## config.mk

```make
export PLATFORM = sky130hd
export DESIGN_NAME = mes_ctrl
export DESIGN_NICKNAME = d
export VERILOG_FILES = /design/src/hw/rtl/mes_pkg.sv /design/src/hw/rtl/mes_ctrl.sv
export SDC_FILE = /design/constraint.sdc
export NUM_CORES = 1
export LEC_CHECK = 0
export ABC_AREA = 1
export ABC_CLOCK_PERIOD_IN_PS = 1300
export BUFFER_PORTS_ARGS = -buffer_cell sky130_fd_sc_hd__buf_2
export CORE_UTILIZATION = 30
export DETAILED_ROUTE_END_ITERATION = 10
export GPL_ROUTABILITY_DRIVEN = 0
export PLACE_DENSITY = 0.61
export REMOVE_ABC_BUFFERS = 1
export SLEW_MARGIN = 20
export SYNTH_ARGS = -nofsm -noshare
export SYNTH_HDL_FRONTEND = slang
export SYNTH_SLANG_ARGS = --single-unit
```

## constraint.sdc

```tcl
create_clock -name clk -period 1.3 [get_ports clk]
set_input_delay 0.13 -clock clk [delete_from_list [all_inputs] [get_ports clk]]
set_output_delay 0.13 -clock clk [all_outputs]
set_load 0.01 [all_outputs]
```

## src/hw/rtl/mes_pkg.sv

```systemverilog
package mes_pkg;

	localparam int FRAC_BITS  = 56;
	localparam int WORD_W     = 64;
	localparam int WIDE_W     = 128;
	localparam int LIMB_W     = 32;
	localparam int COUNT_W    = 16;
	localparam int ZOOM_W     = 63;
	localparam int CFG_ADDR_W = 2;

	localparam logic [ZOOM_W-1:0]  ZOOM_RST      = 63'd769755248;
	localparam logic [WORD_W-1:0]  OFFSET_RE_RST = 64'd31532403150997265;
	localparam logic [WORD_W-1:0]  OFFSET_IM_RST = 64'd15168267660171906;
	localparam logic [COUNT_W-1:0] LIMIT_RST     = 16'd256;

	localparam logic [CFG_ADDR_W-1:0] CFG_ZOOM      = 2'd0;
	localparam logic [CFG_ADDR_W-1:0] CFG_OFFSET_RE = 2'd1;
	localparam logic [CFG_ADDR_W-1:0] CFG_OFFSET_IM = 2'd2;
	localparam logic [CFG_ADDR_W-1:0] CFG_LIMIT     = 2'd3;

	// Products, each named by its operands; the operation also picks the writeback.
	typedef enum logic [3:0] {
		OP_PZ_RE,
		OP_PZ_IM,
		OP_CI_SQ,
		OP_X_SQ,
		OP_Q_QX,
		OP_QTR_S,
		OP_ZR_ZI,
		OP_ZR_SQ,
		OP_ZI_SQ
	} mul_op_t;

	typedef enum logic [2:0] {
		ST_IDLE,
		ST_MUL,
		ST_WAIT,
		ST_CARD,
		ST_CYCLE,
		ST_ESC
	} ctrl_state_t;

	typedef enum logic [1:0] {
		M_IDLE,
		M_PREP,
		M_MAC,
		M_FIN
	} mul_state_t;

	typedef struct packed {
		logic    load;
		logic    mul_start;
		logic    wb;
		mul_op_t op;
		logic    commit;
		logic    inc_iter;
		logic    finish;
		logic    escaped;
	} cmd_t;

	typedef struct packed {
		logic mul_done;
		logic in_cardioid;
		logic limit_zero;
		logic cycle_hit;
		logic escape;
		logic last_iter;
	} status_t;

	function automatic logic [WORD_W-1:0] sat64(input logic [WIDE_W-1:0] v);
		logic [WIDE_W-WORD_W:0] head;
		head = v[WIDE_W-1:WORD_W-1];
		if (head == '0 || head == '1)
			return v[WORD_W-1:0];
		else if (v[WIDE_W-1])
			return {1'b1, {(WORD_W-1){1'b0}}};
		else
			return {1'b0, {(WORD_W-1){1'b1}}};
	endfunction

endpackage

```

## src/hw/rtl/mes_ctrl.sv

```systemverilog
module mes_ctrl (
	input  logic             clk,
	input  logic             arst_n,
	input  logic             start,
	input  mes_pkg::status_t st,
	output mes_pkg::cmd_t    cmd,
	output logic             busy,
	output logic             done
);

	mes_pkg::ctrl_state_t state_q, state_n;
	mes_pkg::mul_op_t     op_q, op_n;
	logic                 done_q;

	always_ff @(posedge clk or negedge arst_n) begin
		if (!arst_n) begin
			state_q <= mes_pkg::ST_IDLE;
			op_q    <= mes_pkg::OP_PZ_RE;
			done_q  <= 1'b0;
		end else begin
			state_q <= state_n;
			op_q    <= op_n;
			done_q  <= cmd.finish;
		end
	end

	always_comb begin
		state_n = state_q;
		op_n    = op_q;
		cmd     = '0;
		cmd.op  = op_q;
		case (state_q)
			mes_pkg::ST_IDLE: begin
				if (start) begin
					cmd.load = 1'b1;
					op_n     = mes_pkg::OP_PZ_RE;
					state_n  = mes_pkg::ST_MUL;
				end
			end
			mes_pkg::ST_MUL: begin
				cmd.mul_start = 1'b1;
				state_n       = mes_pkg::ST_WAIT;
			end
			mes_pkg::ST_WAIT: begin
				if (st.mul_done) begin
					cmd.wb  = 1'b1;
					state_n = mes_pkg::ST_MUL;
					case (op_q)
						mes_pkg::OP_PZ_RE: op_n    = mes_pkg::OP_PZ_IM;
						mes_pkg::OP_PZ_IM: op_n    = mes_pkg::OP_CI_SQ;
						mes_pkg::OP_CI_SQ: op_n    = mes_pkg::OP_X_SQ;
						mes_pkg::OP_X_SQ:  op_n    = mes_pkg::OP_Q_QX;
						mes_pkg::OP_Q_QX:  op_n    = mes_pkg::OP_QTR_S;
						mes_pkg::OP_QTR_S: state_n = mes_pkg::ST_CARD;
						mes_pkg::OP_ZR_ZI: state_n = mes_pkg::ST_CYCLE;
						mes_pkg::OP_ZR_SQ: op_n    = mes_pkg::OP_ZI_SQ;
						mes_pkg::OP_ZI_SQ: state_n = mes_pkg::ST_ESC;
						default:           state_n = mes_pkg::ST_IDLE;
					endcase
				end
			end
			mes_pkg::ST_CARD: begin
				if (st.in_cardioid || st.limit_zero) begin
					cmd.finish = 1'b1;
					state_n    = mes_pkg::ST_IDLE;
				end else begin
					op_n    = mes_pkg::OP_ZR_ZI;
					state_n = mes_pkg::ST_MUL;
				end
			end
			mes_pkg::ST_CYCLE: begin
				if (st.cycle_hit) begin
					cmd.finish = 1'b1;
					state_n    = mes_pkg::ST_IDLE;
				end else begin
					cmd.commit = 1'b1;
					op_n       = mes_pkg::OP_ZR_SQ;
					state_n    = mes_pkg::ST_MUL;
				end
			end
			mes_pkg::ST_ESC: begin
				if (st.escape) begin
					cmd.finish  = 1'b1;
					cmd.escaped = 1'b1;
					state_n     = mes_pkg::ST_IDLE;
				end else if (st.last_iter) begin
					cmd.finish = 1'b1;
					state_n    = mes_pkg::ST_IDLE;
				end else begin
					cmd.inc_iter = 1'b1;
					op_n         = mes_pkg::OP_ZR_ZI;
					state_n      = mes_pkg::ST_MUL;
				end
			end
			default: state_n = mes_pkg::ST_IDLE;
		endcase
	end

	assign busy = state_q != mes_pkg::ST_IDLE;
	assign done = done_q;

endmodule

```

==> flow_metrics.py, run 1 <==
metrics = {
    "run_status": {
        "status": "finished, violations left",
        "violations": "negative setup slack",
    },
    "setup_path": {
        "cp-start-kind": "register",
        "crit_path_max_fanout": 3,
        "r2r_setup_slack_ps": -60,
        "worstPathRequired_ps": 1170,
        "cp_num_cells": 7,
        "path_common_cell": "inv_2",
        "crit_arrival_ps": 1330,
        "r2r-end": "op_q[1]",
        "max_stage_delay_ps": 390,
        "crit_path_end_kind": "output pin",
        "path_delay_family": "flip-flops",
        "critPathBufInv": 3,
        "slowest_stage": "dfrtp_1",
        "r2r_cells": 9,
        "reg2reg_from": "state_q[2]",
        "path_class": "register to output pin",
        "crit_chain": "inv_2 -> nor2_4 -> nand3_2 -> nand2_2 -> inv_2 -> o31ai_4 -> buf_2",
    },
    "clock_tree": {
        "cts_made_buffers": 3,
        "clk_pin_slew_ps": 70,
        "cts_tree": "yes",
        "clockBufferDepth": 2,
        "insertion_delay_ps": 260,
        "cts_root_buf": "clkbuf_4",
        "cts.sinks": 8,
        "htreeDepth": 1,
    },
    "final_layout": {
        "antenna_cells": 0,
        "num-fill-cells": 202,
        "syn2layout_area_growth_pct": 64.6,
        "final_common_cell": "nand2_1",
        "nets": 158,
        "seqCellArea_um2": 204,
        "final_cell_mix": "22 x nand2_1, 20 x buf_2, 16 x buf_4",
        "multi_input_area_um2": 513,
        "drive_above_1_share_pct": 54.4,
    },
    "placed_design": {
        "dp_hpwl_mm": 1.48,
        "numPortBuffers": 21,
        "place_ws_ps": -34.2,
    },
    "routing": {
        "drt-initial-drc-count": 11,
        "postRouteWirelength_mm": 2.15,
        "first_pass_iters": 4,
        "num_vias": 835,
        "via_per_inst": 4.80,
        "remaining_drc_errors": 0,
        "avgRoutedWirePerCell_um": 12.4,
        "ant_nets": 0,
    },
    "yosys": {
        "synth_area_leaders": "dfrtp_1 29%, nand2_1 13%, nor2_1 8.8%, inv_1 6.1%, nand3_1 5.9%",
        "synth_area_per_cell_um2": 6.69,
        "synth.distinct_cells": 20,
        "synth-seq-area-share_pct": 29.4,
        "synth_largest_area_cell": "dfrtp_1",
        "synth_cells": 102,
        "synth_seq_cells": 8,
        "yosys_warnings": 0,
        "syn-cell-area_um2": 682,
        "netlist.area_leader.share_pct": 29.4,
    },
    "global_routing": {
        "antenna_found_initial": 0,
        "grt_max_degree": 9,
        "grt_pass1_vias": 834,
        "grt_use_total_pct": 19.1,
        "grt-ovfl-total": 0,
        "grt_pass1_wl_mm": 3.54,
    },
    "sta": {
        "hold_violations": 0,
        "slew_headroom_pct": 75.2,
        "setup_tns_ps": -893,
        "fmax_ghz": 0.686,
        "fin_crit_ps": 1460,
        "rsz0062_at_grt": "yes",
        "skew_ps": 17.2,
        "report.final.slew_viol_count": 0,
        "layout_worst_path_cycle_share_pct": 112,
        "tightestPinTransition_ps": 371,
        "finalWorstSetupSlack_ps": -158,
        "setup-violations-final": 12,
    },
    "die": {
        "die_h_um": 49.7,
        "die_w_um": 49.7,
        "placementRows": 16,
        "design.core.area_um2": 2040,
        "die_area_um2": 2470,
        "io_pins": 22,
        "initial_core_util_pct": 33.4,
    },
    "power": {
        "p_leak_nw": 0.575,
        "powerDensity_nw_per_um2": 1900,
        "peakVddDrop_v": 0.00120,
    },
    "min_path": {
        "hold_start": "st[5]",
        "holdPathEnd": "state_q[2]",
        "hold_depth": 3,
        "min-delay-path-class": "input pin to register",
    },
    "run": {
        "cap_violations": 0,
    },
}
-- cell type report --
class / count / share of cell area, %
clock buffers: 3 / 2.01
well taps: 27 / 3.01
flip-flops and latches: 8 / 18.2
multi-input cells: 78 / 45.7
inverters: 16 / 5.57
repair buffers: 42 / 25.5
-- synthesized netlist by cell type (all sizes together) --
cell	number
nand2	30
nor2	22
inv	16
nand3	12
dfrtp	8
o21ai	4
nor3	3
a21oi	2
nand4	2
a31oi	1
o21bai	1
o31ai	1
-- worst min-delay path, delay by kind of cell --
family / cells / cell delay, ps
and+or+nand+nor: 1 / 70
buffers and inverters: 2 / 220
-- what timing repair did --
action / 4_1_cts / 5_1_grt
buffers inserted: 12 / 2
gates resized for setup: 22 / 8
hold buffers: 1 / 0
hold endpoints to repair: 8 / 0
endpoints found under the setup margin: 10 / 13
pin swaps: 10 / 7
-- flip-flops by register name, indices dropped and copies added, names as in the netlist --
signal,flops
op_q,4
state_q,3
done,1
-- worst max-delay path by stage --
stage / from / end / slack, ps
floorplan: op_q[2] / op_q[1] / 90
global placement: state_q[0] / op_q[1] / 30
detailed placement: state_q[2] / cmd[1] / -30
CTS: state_q[1] / cmd[1] / -120
global route: state_q[2] / cmd[1] / -200
finish: state_q[2] / cmd[1] / -160
-- cells by family (layout without fill, tap and decap cells) --
logic type / count (synthesis) / in the layout / share of synthesized area [%]
buf+inv: 16 / 61 / 8.81
flops: 8 / 8 / 29.4
compound gates: 9 / 9 / 7.52
simple gates: 69 / 69 / 54.3
-- layer usage --
| layer | track usage (%) | up-vias | part of all wire, % |
|---|---|---|---|
| met5 | 0 | - | 0 |
| met2 | 35.1 | 32 | 51 |
| met3 | 2.16 | 11 | 4.5 |
| met4 | 11.0 | 0 | 4.0 |
| met1 | 20.7 | 376 | 40 |
| li1 | - | 416 | - |
-- per-stage QoR --
| step | area (um2) | hold slack (ps) | utilization, % | power (mW) | cells |
|---|---|---|---|---|---|
| 2_1_floorplan | 682 | -166 | - | 1.15 | 102 |
| 3_3_place_gp | 866 | -18.1 | 42.4 | 1.52 | 156 |
| 3_5_place_dp | 866 | -16.7 | 42.4 | 1.53 | 156 |
| 4_1_cts | 1080 | 200 | 53.0 | 2.01 | 172 |
| 5_1_grt | 1120 | 226 | 55.0 | 2.31 | 174 |
| 6_report | 1120 | 196 | 55.0 | 2.14 | 174 |
-- report_power, final --
group / internal [mW] / switching, mW
clock network: 0.106 / 0.0943
logic: 0.646 / 0.824
registers: 0.336 / 0.128
total: 1.09 / 1.05
Power figures use the tool's default switching activity.
==> inputs of run 2 (changes only) <==
CELL_PAD_IN_SITES_DETAIL_PLACEMENT = 2   (was not set)
CELL_PAD_IN_SITES_GLOBAL_PLACEMENT = 2   (was not set)
CORE_UTILIZATION = 23   (was 30)
PLACE_DENSITY = 0.8   (was 0.61)
==> run 2 against run 1 <==
Compared with the run above: the run still ends with negative setup slack left; utilization fell by 14 points; maximum frequency fell by 6.1%; wire length rose by 34%; sequential share of layout area fell by 0.38 points; cell area rose by 2.1%; total power rose by 6.5%; critical path depth did not move; non-clock buffer count fell by 1; via count rose by 4.2%; highest routed layer unchanged.
==> flow_metrics.py, run 2 (same netlist as run 1, synthesis figures left out) <==
metrics = {
    "power": {
        "peakVddDrop_v": 0.00107,
        "p_leak_nw": 0.577,
        "powerDensity_nw_per_um2": 1980,
        "power_mw": 2.27,
    },
    "setup_path": {
        "critPathBufInv": 3,
        "crit_path_max_fanout": 4,
        "path_class": "register to output pin",
        "reg2reg_from": "state_q[2]",
        "path_delay_family": "flip-flops",
        "slowest_stage": "dfrtp_1",
        "crit_chain": "inv_2 -> nor2_4 -> nand3_2 -> nand2_2 -> inv_4 -> o31ai_4 -> buf_2",
        "crit_path_end_kind": "output pin",
        "worstPathRequired_ps": 1170,
        "crit_arrival_ps": 1420,
        "cp-start-kind": "register",
        "setup.worst_path.start": "state_q[2]",
        "max_stage_delay_ps": 430,
    },
    "global_routing": {
        "grt_max_degree": 9,
        "grt_use_total_pct": 18.4,
        "antenna_found_initial": 0,
        "grt_pass1_wl_mm": 4.46,
        "grt_pass1_vias": 943,
        "grt-ovfl-total": 0,
    },
    "clock_tree": {
        "insertion_delay_ps": 270,
        "cts_made_buffers": 3,
        "cts.sinks": 8,
        "cts_root_buf": "clkbuf_4",
        "cts_tree": "yes",
        "clockBufferDepth": 2,
        "clk_pin_slew_ps": 60,
        "htreeDepth": 1,
    },
    "final_layout": {
        "layout.cells.non_filler": 177,
        "post-route-util_pct": 41.2,
        "drive_above_1_share_pct": 56.2,
        "num-fill-cells": 337,
        "top_register": "op_q",
        "multi_input_area_um2": 528,
        "antenna_cells": 0,
        "postLayoutCellArea_um2": 1150,
        "syn2layout_area_growth_pct": 68.1,
        "final_cell_mix": "20 x nand2_1, 20 x buf_2, 14 x buf_4",
        "largest_register_ff_count": 4,
        "nets": 157,
        "seqCellArea_um2": 204,
    },
    "routing": {
        "postRouteWirelength_mm": 2.88,
        "num_vias": 870,
        "via_per_inst": 4.92,
        "remaining_drc_errors": 0,
        "ant_nets": 0,
        "drt-initial-drc-count": 7,
        "avgRoutedWirePerCell_um": 16.2,
        "first_pass_iters": 2,
    },
    "sta": {
        "fmax_ghz": 0.644,
        "holdWs_ps": 228,
        "setup-violations-final": 14,
        "setup_tns_ps": -1530,
        "fin_crit_ps": 1550,
        "slew_headroom_pct": 77.3,
        "rsz0062_at_grt": "yes",
        "finalWorstSetupSlack_ps": -252,
        "tightestPinTransition_ps": 339,
        "layout_worst_path_cycle_share_pct": 119,
        "report.final.slew_viol_count": 0,
        "hold_violations": 0,
        "skew_ps": 2.32,
    },
    "run_status": {
        "violations": "negative setup slack",
        "status": "finished, violations left",
    },
    "placed_design": {
        "dp_hpwl_mm": 1.88,
        "numPortBuffers": 21,
        "place_ws_ps": -104,
        "place_area_um2": 886,
        "dp.cells": 162,
    },
    "die": {
        "placementRows": 19,
        "die_w_um": 56.5,
        "io_pins": 22,
        "initial_core_util_pct": 24.5,
        "die_h_um": 56.5,
        "design.core.area_um2": 2780,
        "die_area_um2": 3190,
    },
    "min_path": {
        "hold_start": "st[5]",
        "min-delay-path-class": "input pin to register",
    },
    "run": {
        "cap_violations": 0,
    },
}
-- run 2: cell count changes in the layout (fill, tap and decap cells not counted), sizes merged --
cell	change
buf	-1
-- run 2: worst paths after layout --
| check | end | slack [ps] | depth (start not counted) |
|---|---|---|---|
| max in group asynchronous | op_q[2] | 850 | 2 |
| min | state_q[2] | 230 | 3 |
| min in group asynchronous | op_q[3] | 250 | 2 |
| min reg2reg | op_q[2] | 570 | 2 |
| max reg2reg | op_q[0] | -100 | 9 |
| max | cmd[1] | -250 | 7 |
-- run 2: power by group --
part,internal [mW],total [mW],switching (mW)
Combinational,0.690,1.58,0.893
Clock,0.107,0.208,0.101
Sequential,0.336,0.484,0.148
-- run 2: routing by layer --
metal	vias up	global-route usage, %	part of all wire, %
met5	-	0	0
met4	0	6.27	2.3
met3	7	1.38	3.0
met2	22	34.6	55
met1	426	21.5	40
li1	415	-	-
-- run 2: worst reg2reg max path, delay by kind of cell (launching register included) --
family / cells / cell delay, ps
buffers and inverters: 2 / 220
DFF: 1 / 430
and+or+nand+nor: 7 / 630
-- run 2: layout make-up --
type	instances	share of cell area, %
tap	31	3.38
inverter	16	6.11
timing repair buffer	41	24.7
clock buffer	3	1.97
multi-input combinational	78	46.1
sequential	8	17.8
-- run 2: what timing repair did --
| action | 4_1_cts | 5_1_grt |
|---|---|---|
| endpoints found under the setup margin | 13 | 14 |
| hold buffers | 1 | 0 |
| hold endpoints to repair | 8 | 0 |
| buffers inserted | 9 | 2 |
| pin swaps | 8 | 7 |
| resized for setup | 23 | 14 |
==> inputs of run 3 (changes only) <==
ABC_CLOCK_PERIOD_IN_PS = 1400   (was 1300)
CORE_MARGIN = 2   (was not set)
SLEW_MARGIN = 30   (was 20)
clock period = 1.4 ns   (was 1.3 ns; I/O delays follow)
==> run 3 against run 2 <==
Compared with the run above: the run still ends with negative setup slack left; cell area shrank 9.0%; die area grew 7.2%; global-route usage shrank 2.4 points; critical path depth shrank 3; utilization shrank 3.7 points; flip-flop and latch count is the same; setup slack gained 210 ps; via count shrank 5.6%; clock skew is essentially flat; first-iteration DRC count grew to 2.9 times the previous value; count of clock-buffer cells in the layout is the same.
==> flow_metrics.py, run 3 (same netlist as run 1, synthesis figures left out) <==
metrics = {
    "die": {
        "initial_core_util_pct": 24.5,
        "io_pins": 22,
        "die_h_um": 58.5,
        "design.core.area_um2": 2780,
        "placementRows": 19,
        "die_area_um2": 3420,
        "die_w_um": 58.5,
    },
    "sta": {
        "skew_ps": 1.83,
        "report.final.slew_viol_count": 0,
        "hold_violations": 0,
        "finalWorstSetupSlack_ps": -41.2,
        "tightestPinTransition_ps": 323,
        "layout_worst_path_cycle_share_pct": 103,
        "setup-violations-final": 4,
        "fmax_ghz": 0.694,
        "holdWs_ps": 196,
        "fin_crit_ps": 1440,
        "slew_headroom_pct": 78.4,
        "rsz0062_at_grt": "yes",
    },
    "final_layout": {
        "drive_above_1_share_pct": 50.0,
        "syn2layout_area_growth_pct": 53.0,
        "nets": 149,
        "final_cell_mix": "21 x nand2_1, 21 x buf_2, 14 x nor2_1",
        "largest_register_ff_count": 4,
        "num-fill-cells": 340,
        "top_register": "op_q",
        "antenna_cells": 0,
    },
    "global_routing": {
        "grt_use_total_pct": 16.0,
        "grt_pass1_vias": 920,
        "grt-ovfl-total": 0,
        "grt_pass1_wl_mm": 4.17,
        "antenna_found_initial": 0,
        "grt_max_degree": 9,
    },
    "routing": {
        "first_pass_iters": 4,
        "num_vias": 821,
        "remaining_drc_errors": 0,
        "postRouteWirelength_mm": 2.73,
        "via_per_inst": 4.86,
        "avgRoutedWirePerCell_um": 16.1,
        "drt-initial-drc-count": 20,
        "ant_nets": 0,
    },
    "setup_path": {
        "worstPathRequired_ps": 1260,
        "crit_path_max_fanout": 3,
        "crit_chain": "inv_2 -> nand2_2 -> o31ai_4 -> buf_2",
        "crit_path_end_kind": "output pin",
        "cp-start-kind": "register",
        "crit_arrival_ps": 1300,
        "slowest_stage": "dfrtp_1",
        "max_stage_delay_ps": 380,
        "r2r_setup_slack_ps": 0,
        "path_class": "register to output pin",
    },
    "clock_tree": {
        "cts_root_buf": "clkbuf_4",
        "cts.sinks": 8,
        "clk_pin_slew_ps": 60,
        "cts_made_buffers": 3,
        "clockBufferDepth": 2,
        "insertion_delay_ps": 260,
        "cts_tree": "yes",
        "htreeDepth": 1,
    },
    "run_status": {
        "violations": "negative setup slack",
        "status": "finished, violations left",
    },
    "run": {
        "cap_violations": 0,
    },
    "min_path": {
        "min-delay-path-class": "input pin to register",
    },
    "power": {
        "peakVddDrop_v": 0.000860,
        "power_mw": 1.86,
        "powerDensity_nw_per_um2": 1790,
        "p_leak_nw": 0.524,
    },
    "placed_design": {
        "dp_hpwl_mm": 1.90,
        "numPortBuffers": 21,
    },
}
## run 3: changes by cell type in the layout (fill, tap and decap cells not counted), sizes merged
cell,before,now
buf,40,32
## run 3: metal layers
metal,track usage (%),part of all wire [%]
met5,0,0
met4,2.99,0.33
met3,1.98,2.9
met2,31.5,58
met1,18.2,39
## run 3: repair_timing
action,CTS,global route
cloned,0,0
endpoints found under the setup margin,5,12
buffers inserted,5,1
gates resized for setup,10,15
hold endpoints to repair,8,0
pin swaps,3,5
hold buffers,1,0
## run 3: final cells by class
| class | instances | area, um2 | area share [%] |
|---|---|---|---|
| multi-input combinational | 78 | 509 | 48.8 |
| timing repair buffer | 33 | 205 | 19.7 |
| sequential | 8 | 203 | 19.4 |
| inverter | 16 | 65.1 | 6.24 |
| tap | 31 | 38.8 | 3.72 |
| clock buffer | 3 | 22.5 | 2.16 |
## run 3: worst max-delay path, delay by kind of cell, from the launching register on
family                 cells  cell delay [ps]
DFF                        1              380
buffers and inverters      2              270
AOI/OAI and AO/OA          1              260
and+or+nand+nor            1              130
## run 3: power by group
part	switching, mW	total (mW)	internal (mW)
combinational	0.766	1.25	0.485
clock	0.0855	0.184	0.0986
sequential	0.120	0.429	0.310
## run 3: stage by stage
step | setup TNS [ps] | setup slack, ps | utilization [%] | area, um2 | instances
final | -93.2 | -41.2 | 37.5 | 1040 | 169
after CTS | -71.0 | -41.5 | 35.0 | 975 | 168
after global placement | 0 | 94.6 | 31.0 | 863 | 159
after global routing | -842 | -116 | 37.5 | 1040 | 169
after floorplan | 0 | 192 | - | 682 | 102
after detailed placement | 0 | 54.1 | 31.0 | 863 | 159
## run 3: worst paths after layout
kind | startpoint | endpoint | cells past startpoint
worst max-delay path | state_q[2] | cmd[1] | 4
worst min-delay path | st[5] | state_q[2] | 3
worst max register to register | state_q[2] | op_q[2] | 9
worst min register to register | op_q[1] | op_q[1] | 2
max in group asynchronous | arst_n | state_q[1] | 2
min in group asynchronous | arst_n | op_q[2] | 2
